$ cat config.mk
export PLATFORM = sky130hd
export DESIGN_NAME = jittered_keystroke_delay_top_flat
export DESIGN_NICKNAME = d
export VERILOG_FILES = /design/src/sv/kd_pkg.sv /design/src/sv/kd_in_if.sv /design/src/sv/kd_out_if.sv /design/src/sv/kd_mod.sv /design/src/sv/kd_ctrl.sv /design/src/sv/kd_dpath.sv /design/src/sv/jittered_keystroke_delay_top.sv /design/src/flat_wrapper.sv
export SDC_FILE = /design/constraint.sdc
export NUM_CORES = 2
export LEC_CHECK = 0
export ABC_AREA = 0
export BUFFER_PORTS_ARGS = -buffer_cell sky130_fd_sc_hd__buf_2
export CAP_MARGIN = 40
export CORE_UTILIZATION = 40
export CTS_CLUSTER_DIAMETER = 200
export DETAILED_ROUTE_END_ITERATION = 12
export SLEW_MARGIN = 15
export SYNTH_ARGS = -nofsm -noshare
export SYNTH_HDL_FRONTEND = slang
export SYNTH_SLANG_ARGS = --single-unit
$ cat constraint.sdc
create_clock -name clk -period 17.2 [get_ports clk]
set_input_delay 3.44 -clock clk [delete_from_list [all_inputs] [get_ports clk]]
set_output_delay 3.44 -clock clk [all_outputs]
set_load 0.02 [all_outputs]
$ cat src/sv/kd_pkg.sv
`timescale 1ns / 1ps
// Shared types, register codes and constants for the keystroke delay block.
package kd_pkg;

	localparam int RAND_W  = 31;
	localparam int CFG_W   = 16;
	localparam int IDX_W   = 3;
	localparam int PCT_W   = 7;
	localparam int HALF_W  = 16;
	localparam int PROD_W  = HALF_W + PCT_W;
	localparam int DIV_W   = HALF_W + 1;
	localparam int DELAY_W = 18;
	localparam int CNT_W   = 5;

	localparam int RECIP_W     = 24;
	localparam int RECIP_SHIFT = 30;
	localparam int SCALED_W    = PROD_W + RECIP_W;

	localparam logic [PCT_W-1:0]   PCT_MAX = 7'd100;
	localparam logic [RECIP_W-1:0] RECIP   = 24'd10737419;

	typedef enum logic [IDX_W-1:0] {
		CFG_FAST_MODE  = 3'd0,
		CFG_BASE_DELAY = 3'd1,
		CFG_JITTER_PCT = 3'd2,
		CFG_BURST_INT  = 3'd3,
		CFG_PAUSE_MIN  = 3'd4,
		CFG_PAUSE_MAX  = 3'd5
	} cfg_reg_t;

	typedef enum logic {
		MOD_JITTER = 1'b0,
		MOD_PAUSE  = 1'b1
	} mod_sel_t;

	typedef enum logic [2:0] {
		S_IDLE,
		S_MUL,
		S_HALF,
		S_JSTART,
		S_JWAIT,
		S_PSTART,
		S_PWAIT,
		S_FIN
	} kd_state_t;

	typedef struct packed {
		logic     load;
		logic     mul;
		logic     half;
		logic     mod_start;
		mod_sel_t mod_sel;
		logic     jclear;
		logic     jcap;
		logic     pclear;
		logic     pcap;
		logic     finish;
	} kd_cmd_t;

	typedef struct packed {
		logic mod_done;
		logic fast_mode;
		logic half_zero;
		logic pause_skip;
		logic out_free;
	} kd_stat_t;

endpackage

$ cat src/sv/kd_in_if.sv
`timescale 1ns / 1ps
// Keystroke request channel carrying the two random words.
interface kd_in_if;
	logic                       valid;
	logic                       ready;
	logic [kd_pkg::RAND_W-1:0] rand_jitter;
	logic [kd_pkg::RAND_W-1:0] rand_pause;

	modport source (output valid, output rand_jitter, output rand_pause, input ready);
	modport sink (input valid, input rand_jitter, input rand_pause, output ready);
endinterface

$ cat src/sv/kd_out_if.sv
`timescale 1ns / 1ps
// Delay result channel.
interface kd_out_if;
	logic                        valid;
	logic                        ready;
	logic [kd_pkg::DELAY_W-1:0] delay_ms;
	logic                        pause_added;

	modport source (output valid, output delay_ms, output pause_added, input ready);
	modport sink (input valid, input delay_ms, input pause_added, output ready);
endinterface

$ cat src/sv/kd_mod.sv
`timescale 1ns / 1ps
// Bit-serial restoring remainder unit, one dividend bit per cycle.
module kd_mod (
	input  logic                       clk,
	input  logic                       arst_n,
	input  logic                       start,
	input  logic [kd_pkg::RAND_W-1:0] dividend,
	input  logic [kd_pkg::DIV_W-1:0]  divisor,
	output logic                       done,
	output logic [kd_pkg::DIV_W-1:0]  rem
);
	import kd_pkg::*;

	logic              busy_q;
	logic              done_q;
	logic [CNT_W-1:0]  cnt_q;
	logic [RAND_W-1:0] dvd_q;
	logic [DIV_W-1:0]  div_q;
	logic [DIV_W-1:0]  rem_q;
	logic [DIV_W:0]    trial;
	logic [DIV_W-1:0]  rem_next;

	always_comb begin
		trial = {rem_q, dvd_q[RAND_W-1]};
		if (trial >= {1'b0, div_q}) begin
			rem_next = DIV_W'(trial - {1'b0, div_q});
		end else begin
			rem_next = trial[DIV_W-1:0];
		end
	end

	always_ff @(posedge clk or negedge arst_n) begin
		if (!arst_n) begin
			busy_q <= 1'b0;
			done_q <= 1'b0;
			cnt_q  <= '0;
		end else begin
			done_q <= 1'b0;
			if (start) begin
				busy_q <= 1'b1;
				cnt_q  <= CNT_W'(RAND_W);
			end else if (busy_q) begin
				cnt_q <= cnt_q - 1'b1;
				if (cnt_q == CNT_W'(1)) begin
					busy_q <= 1'b0;
					done_q <= 1'b1;
				end
			end
		end
	end

	always_ff @(posedge clk) begin
		if (start) begin
			dvd_q <= dividend;
			div_q <= divisor;
			rem_q <= '0;
		end else if (busy_q) begin
			dvd_q <= {dvd_q[RAND_W-2:0], 1'b0};
			rem_q <= rem_next;
		end
	end

	assign done = done_q;
	assign rem  = rem_q;

`ifndef SYNTHESIS
	a_rem_below_div: assert property (@(posedge clk) disable iff (!arst_n)
		done_q |-> rem_q < div_q)
		else $error("remainder not below divisor");
	a_start_idle: assert property (@(posedge clk) disable iff (!arst_n)
		start |-> !busy_q)
		else $error("remainder unit restarted while busy");
	a_done_after_busy: assert property (@(posedge clk) disable iff (!arst_n)
		done_q |-> $past(busy_q))
		else $error("done without a running division");
`endif

endmodule

$ cat src/sv/kd_ctrl.sv
`timescale 1ns / 1ps
// Sequencer for one keystroke: scale, jitter draw, pause draw, result; max-speed mode goes straight to the result.
module kd_ctrl (
	input  logic             clk,
	input  logic             arst_n,
	input  logic             in_valid,
	output logic             in_ready,
	input  kd_pkg::kd_stat_t stat,
	output kd_pkg::kd_cmd_t  cmd
);
	import kd_pkg::*;

	kd_state_t state_q;
	kd_state_t state_d;

	always_ff @(posedge clk or negedge arst_n) begin
		if (!arst_n) begin
			state_q <= S_IDLE;
		end else begin
			state_q <= state_d;
		end
	end

	always_comb begin
		state_d  = state_q;
		cmd      = '0;
		in_ready = 1'b0;
		unique case (state_q)
			S_IDLE: begin
				in_ready = 1'b1;
				if (in_valid) begin
					cmd.load = 1'b1;
					state_d  = stat.fast_mode ? S_FIN : S_MUL;
				end
			end
			S_MUL: begin
				cmd.mul = 1'b1;
				state_d = S_HALF;
			end
			S_HALF: begin
				cmd.half = 1'b1;
				state_d  = S_JSTART;
			end
			S_JSTART: begin
				if (stat.half_zero) begin
					cmd.jclear = 1'b1;
					state_d    = S_PSTART;
				end else begin
					cmd.mod_start = 1'b1;
					cmd.mod_sel   = MOD_JITTER;
					state_d       = S_JWAIT;
				end
			end
			S_JWAIT: begin
				if (stat.mod_done) begin
					cmd.jcap = 1'b1;
					state_d  = S_PSTART;
				end
			end
			S_PSTART: begin
				if (stat.pause_skip) begin
					cmd.pclear = 1'b1;
					state_d    = S_FIN;
				end else begin
					cmd.mod_start = 1'b1;
					cmd.mod_sel   = MOD_PAUSE;
					state_d       = S_PWAIT;
				end
			end
			S_PWAIT: begin
				if (stat.mod_done) begin
					cmd.pcap = 1'b1;
					state_d  = S_FIN;
				end
			end
			S_FIN: begin
				if (stat.out_free) begin
					cmd.finish = 1'b1;
					state_d    = S_IDLE;
				end
			end
			default: begin
				state_d = S_IDLE;
			end
		endcase
	end

`ifndef SYNTHESIS
	a_done_when_waiting: assert property (@(posedge clk) disable iff (!arst_n)
		stat.mod_done |-> (state_q == S_JWAIT || state_q == S_PWAIT))
		else $error("remainder finished outside a wait state");
	a_accept_leaves_idle: assert property (@(posedge clk) disable iff (!arst_n)
		cmd.load |=> state_q != S_IDLE)
		else $error("accepted beat did not start work");
	a_finish_frees: assert property (@(posedge clk) disable iff (!arst_n)
		cmd.finish |-> stat.out_free)
		else $error("result written into a full output register");
`endif

endmodule

$ cat src/sv/kd_dpath.sv
`timescale 1ns / 1ps
// Registers, key counter, jitter scaling, remainder draws and result register.
module kd_dpath (
	input  logic                         clk,
	input  logic                         arst_n,
	input  logic                         cfg_we,
	input  logic [kd_pkg::IDX_W-1:0]    cfg_index,
	input  logic [kd_pkg::CFG_W-1:0]    cfg_wdata,
	input  logic [kd_pkg::RAND_W-1:0]   rand_jitter,
	input  logic [kd_pkg::RAND_W-1:0]   rand_pause,
	input  kd_pkg::kd_cmd_t              cmd,
	output kd_pkg::kd_stat_t             stat,
	output logic                         out_valid,
	input  logic                         out_ready,
	output logic [kd_pkg::DELAY_W-1:0]  out_delay_ms,
	output logic                         out_pause_added
);
	import kd_pkg::*;

	logic                max_q;
	logic [CFG_W-1:0]    base_q;
	logic [PCT_W-1:0]    pct_q;
	logic [CFG_W-1:0]    bi_q;
	logic [CFG_W-1:0]    pmin_q;
	logic [CFG_W-1:0]    pmax_q;
	logic [CFG_W-1:0]    kp_q;

	logic [RAND_W-1:0]   rj_q;
	logic [RAND_W-1:0]   rp_q;
	logic                due_q;
	logic [PROD_W-1:0]   prod_s1;
	logic [SCALED_W-1:0] scaled_s2;
	logic [HALF_W-1:0]   half_q;
	logic [DIV_W-1:0]    jrem_q;
	logic [DIV_W-1:0]    prem_q;

	logic                out_valid_q;
	logic [DELAY_W-1:0]  delay_q;
	logic                added_q;

	logic [CFG_W-1:0]    kp_inc;
	logic                due_d;
	logic [PCT_W-1:0]    pct_lim;
	logic [DIV_W-1:0]    span;
	logic [DIV_W-1:0]    range_w;
	logic                range_empty;
	logic [RAND_W-1:0]   mod_dvd;
	logic [DIV_W-1:0]    mod_div;
	logic                mod_done;
	logic [DIV_W-1:0]    mod_rem;
	logic [DELAY_W-1:0]  jit;
	logic [DELAY_W-1:0]  jit_clamped;
	logic [DELAY_W-1:0]  pause_ms;
	logic [DELAY_W-1:0]  delay_d;
	logic                out_free;

	assign kp_inc      = kp_q + 1'b1;
	assign due_d       = (bi_q != '0) && (kp_inc >= bi_q);
	assign pct_lim     = (pct_q > PCT_MAX) ? PCT_MAX : pct_q;
	assign span        = {half_q, 1'b1};
	assign range_empty = pmax_q <= pmin_q;
	assign range_w     = DIV_W'(pmax_q) - DIV_W'(pmin_q) + DIV_W'(1);
	assign mod_dvd     = (cmd.mod_sel == MOD_PAUSE) ? rp_q : rj_q;
	assign mod_div     = (cmd.mod_sel == MOD_PAUSE) ? range_w : span;

	assign jit         = DELAY_W'(base_q) + DELAY_W'(jrem_q) - DELAY_W'(half_q);
	assign jit_clamped = (jit == '0) ? DELAY_W'(1) : jit;
	assign pause_ms    = DELAY_W'(pmin_q) + DELAY_W'(prem_q);

	always_comb begin
		if (max_q) begin
			delay_d = DELAY_W'(1);
		end else if (due_q) begin
			delay_d = jit_clamped + pause_ms;
		end else begin
			delay_d = jit_clamped;
		end
	end

	assign out_free = !out_valid_q || out_ready;

	always_ff @(posedge clk or negedge arst_n) begin
		if (!arst_n) begin
			max_q  <= 1'b0;
			base_q <= CFG_W'(1);
			pct_q  <= '0;
			bi_q   <= '0;
			pmin_q <= '0;
			pmax_q <= '0;
			kp_q   <= '0;
		end else if (cfg_we) begin
			unique case (cfg_reg_t'(cfg_index))
				CFG_FAST_MODE: begin
					max_q <= cfg_wdata[0];
					kp_q  <= '0;
				end
				CFG_BASE_DELAY: begin
					base_q <= cfg_wdata;
					kp_q   <= '0;
				end
				CFG_JITTER_PCT: begin
					pct_q <= cfg_wdata[PCT_W-1:0];
					kp_q  <= '0;
				end
				CFG_BURST_INT: begin
					bi_q <= cfg_wdata;
					kp_q <= '0;
				end
				CFG_PAUSE_MIN: begin
					pmin_q <= cfg_wdata;
					kp_q   <= '0;
				end
				CFG_PAUSE_MAX: begin
					pmax_q <= cfg_wdata;
					kp_q   <= '0;
				end
				default: begin
				end
			endcase
		end else if (cmd.load) begin
			kp_q <= due_d ? '0 : kp_inc;
		end
	end

	always_ff @(posedge clk) begin
		if (cmd.load) begin
			rj_q    <= rand_jitter;
			rp_q    <= rand_pause;
			due_q   <= due_d;
			prod_s1 <= PROD_W'(base_q) * PROD_W'(pct_lim);
		end
		if (cmd.mul) begin
			scaled_s2 <= SCALED_W'(prod_s1) * SCALED_W'(RECIP);
		end
		if (cmd.half) begin
			half_q <= scaled_s2[RECIP_SHIFT +: HALF_W];
		end
		if (cmd.jclear) begin
			jrem_q <= '0;
		end else if (cmd.jcap) begin
			jrem_q <= mod_rem;
		end
		if (cmd.pclear) begin
			prem_q <= '0;
		end else if (cmd.pcap) begin
			prem_q <= mod_rem;
		end
	end

	always_ff @(posedge clk or negedge arst_n) begin
		if (!arst_n) begin
			out_valid_q <= 1'b0;
		end else if (cmd.finish) begin
			out_valid_q <= 1'b1;
		end else if (out_ready) begin
			out_valid_q <= 1'b0;
		end
	end

	always_ff @(posedge clk) begin
		if (cmd.finish) begin
			delay_q <= delay_d;
			added_q <= due_q && !max_q;
		end
	end

	kd_mod u_mod (
		.clk      (clk),
		.arst_n   (arst_n),
		.start    (cmd.mod_start),
		.dividend (mod_dvd),
		.divisor  (mod_div),
		.done     (mod_done),
		.rem      (mod_rem)
	);

	assign stat.mod_done   = mod_done;
	assign stat.fast_mode  = max_q;
	assign stat.half_zero  = half_q == '0;
	assign stat.pause_skip = !due_q || range_empty;
	assign stat.out_free   = out_free;

	assign out_valid       = out_valid_q;
	assign out_delay_ms    = delay_q;
	assign out_pause_added = added_q;

`ifndef SYNTHESIS
	a_delay_nonzero: assert property (@(posedge clk) disable iff (!arst_n)
		out_valid_q |-> delay_q != '0)
		else $error("zero delay in result register");
	a_pos_below_interval: assert property (@(posedge clk) disable iff (!arst_n)
		bi_q != '0 |-> kp_q < bi_q)
		else $error("key position at or above burst interval");
	a_half_bounded: assert property (@(posedge clk) disable iff (!arst_n)
		cmd.jcap |-> half_q <= base_q)
		else $error("jitter half-width above base delay");
	a_max_no_pause: assert property (@(posedge clk) disable iff (!arst_n)
		out_valid_q && added_q |-> !max_q)
		else $error("pause flagged in max-speed mode");
`endif

endmodule

$ cat src/sv/jittered_keystroke_delay_top.sv
`timescale 1ns / 1ps
// Keystroke delay top: one request beat in, one delay beat out.
// Max-speed mode goes straight to the result; otherwise the request is scaled, then takes
// a remainder draw on the shared bit-serial unit for jitter when the half-width is nonzero
// and for the pause when due with a nonempty range, and then the result is written.
// Throughput: one request at a time; the next is taken once the result is registered.
// Reset clears the registers to their defaults, the key position and the output valid.
module jittered_keystroke_delay_top (
	input  logic                      clk,
	input  logic                      arst_n,
	input  logic                      cfg_we,
	input  logic [kd_pkg::IDX_W-1:0] cfg_index,
	input  logic [kd_pkg::CFG_W-1:0] cfg_wdata,
	kd_in_if.sink                     key_in,
	kd_out_if.source                  delay_out
);
	import kd_pkg::*;

	kd_cmd_t  cmd;
	kd_stat_t stat;
	logic     in_ready;

	kd_ctrl u_ctrl (
		.clk      (clk),
		.arst_n   (arst_n),
		.in_valid (key_in.valid),
		.in_ready (in_ready),
		.stat     (stat),
		.cmd      (cmd)
	);

	kd_dpath u_dpath (
		.clk             (clk),
		.arst_n          (arst_n),
		.cfg_we          (cfg_we),
		.cfg_index       (cfg_index),
		.cfg_wdata       (cfg_wdata),
		.rand_jitter     (key_in.rand_jitter),
		.rand_pause      (key_in.rand_pause),
		.cmd             (cmd),
		.stat            (stat),
		.out_valid       (delay_out.valid),
		.out_ready       (delay_out.ready),
		.out_delay_ms    (delay_out.delay_ms),
		.out_pause_added (delay_out.pause_added)
	);

	assign key_in.ready = in_ready;

endmodule
$ cat src/flat_wrapper.sv
// flat-port wrapper written by rule: the top's interface ports become plain ports
module jittered_keystroke_delay_top_flat import kd_pkg::*;
  (clk, arst_n, cfg_we, cfg_index, cfg_wdata, key_in_valid, key_in_rand_jitter, key_in_rand_pause, key_in_ready, delay_out_valid, delay_out_delay_ms, delay_out_pause_added, delay_out_ready);
  kd_in_if key_in_i ();
  kd_out_if delay_out_i ();
  input  logic clk;
  input  logic arst_n;
  input  logic cfg_we;
  input  logic [kd_pkg::IDX_W-1:0] cfg_index;
  input  logic [kd_pkg::CFG_W-1:0] cfg_wdata;
  input wire logic [$bits(key_in_i.valid)-1:0] key_in_valid;
  input wire logic [$bits(key_in_i.rand_jitter)-1:0] key_in_rand_jitter;
  input wire logic [$bits(key_in_i.rand_pause)-1:0] key_in_rand_pause;
  output wire logic [$bits(key_in_i.ready)-1:0] key_in_ready;
  output wire logic [$bits(delay_out_i.valid)-1:0] delay_out_valid;
  output wire logic [$bits(delay_out_i.delay_ms)-1:0] delay_out_delay_ms;
  output wire logic [$bits(delay_out_i.pause_added)-1:0] delay_out_pause_added;
  input wire logic [$bits(delay_out_i.ready)-1:0] delay_out_ready;
  assign key_in_i.valid = key_in_valid;
  assign key_in_i.rand_jitter = key_in_rand_jitter;
  assign key_in_i.rand_pause = key_in_rand_pause;
  assign key_in_ready = key_in_i.ready;
  assign delay_out_valid = delay_out_i.valid;
  assign delay_out_delay_ms = delay_out_i.delay_ms;
  assign delay_out_pause_added = delay_out_i.pause_added;
  assign delay_out_i.ready = delay_out_ready;
  jittered_keystroke_delay_top u_core (.clk(clk), .arst_n(arst_n), .cfg_we(cfg_we), .cfg_index(cfg_index), .cfg_wdata(cfg_wdata), .key_in(key_in_i), .delay_out(delay_out_i));
endmodule
==> run metrics <==
outcome=finished, final reports clean; Die ar.=76030 sq um; global-route met2 utilization=31.17%; layout cell share with drive strength beyond 1=8.905%; GPL Wtd Cong=0.9039; WP data arrival=approximately 7.2 ns; Top FF cell, synth=edfxtp_1; Area Overhead vs Synth=10.70%; Slew @ Worst Pin=0.7806 ns; gr ovfl total=0; GRT Resource Usage Total=19.81%; vias in the first global route=20.48k; Reg2Reg Setup Slack=10.30 ns; Rows=100; WL/cell=18.40 um; Crit Path Max Fanout=9; max cap viols=0; first-pass GRT wire length=between 100000 and 150000 um; drt first-iter violations=about 1.4k; port bufs=~110; TritonCTS Buffers=40; Tcrit/Tclk final=40.12%; Detail Route Antenna Nets=0; Fmax=around 0.14 GHz; RSZ-0062 raised after global routing=false; Hold Vio Cnt, Final=0; CTS HTree Levels=2; Pins Over Slew Limit=0; Multi-input gate area=approximately 18000 sq um; Vias=20.57k; FF/Latch Area=9055 sq um; # diodes=0; final critical-path required period=~6.9 ns; Hold/Removal Path Class=flip-flop to flip-flop; # fillers=approximately 7k; Avg Inst Size Synth=10.14 sq um; GR Util met3=2.688%; Residual DRC=0; Fin Setup TNS=0 ns; CP startpoint kind=flip-flop; die height=275.7 um; Worst-Skew Late Latency=0.58 ns; Max Root-Sink Buffers=3; met1 GRT Util=28.02%; Post-synth EDFFs=roughly 190; worst slew margin relative to its limit=a little under half; Root Driver=clkbuf_16; Area after DPL=31710 sq um; core region area=74320 sq um; hold_ws=0.4095 ns; CTS tree=done; hpwl dp=61150 um; asr flop ratio synth=29.55%; cts hold-fix bufs=0; Finish-stage setup viols=0; Clock transition at path regs=0.06 ns; Synth Cell Area=29970 sq um; Setup CP Type=flip-flop to flip-flop; WL final=about 75000 um; Fin Clk Skew=0.02279 ns; YS warnings=0; initial antenna violation count=0; nets=3829; pin count of the biggest net entering global routing=between 60 and 70; busiest layer in global routing=met2; Clock Sinks=335; Initial Utilization=approximately two fifths; Crit. End Element=flip-flop; drt pass-1 iters=5; Design Area, Final=33180 sq um; Die Wd=275.7 um; Syn Inst Count=2955; Net Count, Synth=between 3k and 4k; CTS resizes=0; Seq/Total Area, Yosys=~30%; setup bufs post-CTS=0; # IOs=about 110; Worst Path Required=about 18 ns; vias per inst=5.070; Synth Register Bits=approximately 340; post-synthesis cell type count=85
==> metrics by stage <==
step | util, % | worst slack [ns] | std cells
4_1_cts | 44.64 | 10.28 | 4057
3_3_place_gp | 42.45 | 10.36 | 3972
6_report | 44.64 | 10.30 | 4057
2_1_floorplan | - | 10.82 | 2955
5_1_grt | 44.64 | 9.949 | 4057
3_5_place_dp | 42.67 | 10.28 | 3983
==> worst max-delay path, stage by stage, from the launching register on <==
cell and delay, ns:
edfxtp_1 0.60, fa_1 0.61, fa_1 0.56, inv_1 0.05, fa_1 0.45, fa_1 0.52, inv_1 0.05, fa_1 0.48
fa_1 0.55, inv_1 0.05, fa_1 0.53, inv_1 0.04, ha_1 0.33, and3_1 0.25, o21ai_0 0.27, nand4b_1 0.25
o211ai_2 0.29, nand2_1 0.11, a311o_1 0.40, a21oi_1 0.19, xnor2_1 0.08
==> state kept, by name, summed over array words and instances (netlist names), 3 cells and up <==
name,flops
u_core.u_dpath.bi_q,16
u_core.u_dpath.pct_q,7
u_core.u_dpath.pmin_q,16
u_core.u_dpath.u_mod.cnt_q,5
u_core.u_dpath.u_mod.rem,17
u_core.u_dpath.scaled_s2,16
u_core.u_dpath.prem_q,17
u_core.u_dpath.jrem_q,17
u_core.u_dpath.u_mod.div_q,17
u_core.u_dpath.rp_q,31
u_core.u_dpath.rj_q,31
u_core.u_dpath.u_mod.dvd_q,31
u_core.u_dpath.out_delay_ms,18
u_core.u_dpath.kp_q,16
u_core.u_ctrl.state_q,3
u_core.u_dpath.prod_s1,23
u_core.u_dpath.half_q,16
u_core.u_dpath.pmax_q,16
u_core.u_dpath.base_q,16
==> synth_stat cells, types with 34 or more instances <==
| library cell | n | area (sq um) |
|---|---|---|
| ha_1 | 381 | 4767 |
| a21oi_1 | 137 | 685.7 |
| nor2_1 | 157 | 589.3 |
| xor2_1 | 39 | 341.6 |
| fa_1 | 306 | 6126 |
| dfxtp_1 | 51 | 1021 |
| o21ai_0 | 103 | 515.5 |
| mux2_2 | 42 | 473.0 |
| edfxtp_1 | 185 | 5555 |
| nand2_1 | 255 | 957.2 |
| dfrtp_1 | 98 | 2452 |
| clkbuf_1 | 58 | 217.7 |
| inv_1 | 586 | 2200 |
| nor3_1 | 34 | 170.2 |
| xnor2_1 | 68 | 595.6 |
| and2_1 | 49 | 306.5 |
==> metal layers <==
| layer | routed length, um | up-vias |
|---|---|---|
| met4 | 2404 | 0 |
| met3 | 3490 | 113 |
| met5 | 0 | - |
| li1 | - | 9965 |
| met1 | 34520 | 10075 |
| met2 | 34230 | 417 |
==> cell usage in the layout, fill, tap and decap left out, drive strengths merged, types with 19 or more instances in the layout <==
cell type  instances
nand3             30
a21o              28
xor2              40
a211oi            20
a21oi            139
mux2i             19
o21ai            108
xnor2             68
fa               306
buf              132
inv              592
clkbuf            44
o22ai             31
dfrtp             98
nor3              35
and2              50
dfxtp             51
and3              32
a31oi             20
nor2             157
ha               381
mux2              42
edfxtp           185
nand2            255
==> cell type report <==
| type | count | share of cell area [%] |
|---|---|---|
| Timing Repair Buffer | 132 | 2.440 |
| Clock inverter | 30 | 1.301 |
| Multi-Input combinational cell | 1959 | 55.53 |
| Clock buffer | 44 | 3.123 |
| Inverter | 588 | 6.656 |
| Tap cell | 969 | 3.654 |
| Sequential cell | 335 | 27.29 |
==> kinds of logic after synthesis <==
group	count (synthesis)	synth area share, %
adder cells (fa/ha/maj)	687	36.34
buffers and inverters	661	8.353
AND/OR/NAND/NOR	655	10.18
AO/OA/AOI/OAI	448	9.514
flip-flops	335	30.21
XOR/XNOR	108	3.181
multiplexers	61	2.213
==> path summary, 6_finish.rpt <==
check,from,end,cells past startpoint
setup / recovery,u_core.u_dpath.prod_s1[3]$_DFFE_PP_,u_core.u_dpath.scaled_s2[40]$_DFFE_PP_,20
hold / removal,u_core.u_dpath.scaled_s2[42]$_DFFE_PP_,u_core.u_dpath.half_q[12]$_DFFE_PP_,0
setup reg to reg,u_core.u_dpath.prod_s1[3]$_DFFE_PP_,u_core.u_dpath.scaled_s2[40]$_DFFE_PP_,20
hold reg to reg,u_core.u_dpath.scaled_s2[42]$_DFFE_PP_,u_core.u_dpath.half_q[12]$_DFFE_PP_,0
max in group asynchronous,arst_n,u_core.u_dpath.base_q[0]$_DFFE_PN1P_,3
min in group asynchronous,arst_n,u_core.u_dpath.kp_q[4]$_DFFE_PN0P_,1
Power is left out: the tool's default activity adds up to more than one toggle a clock period on the data nets, which glitch-free logic cannot reach.
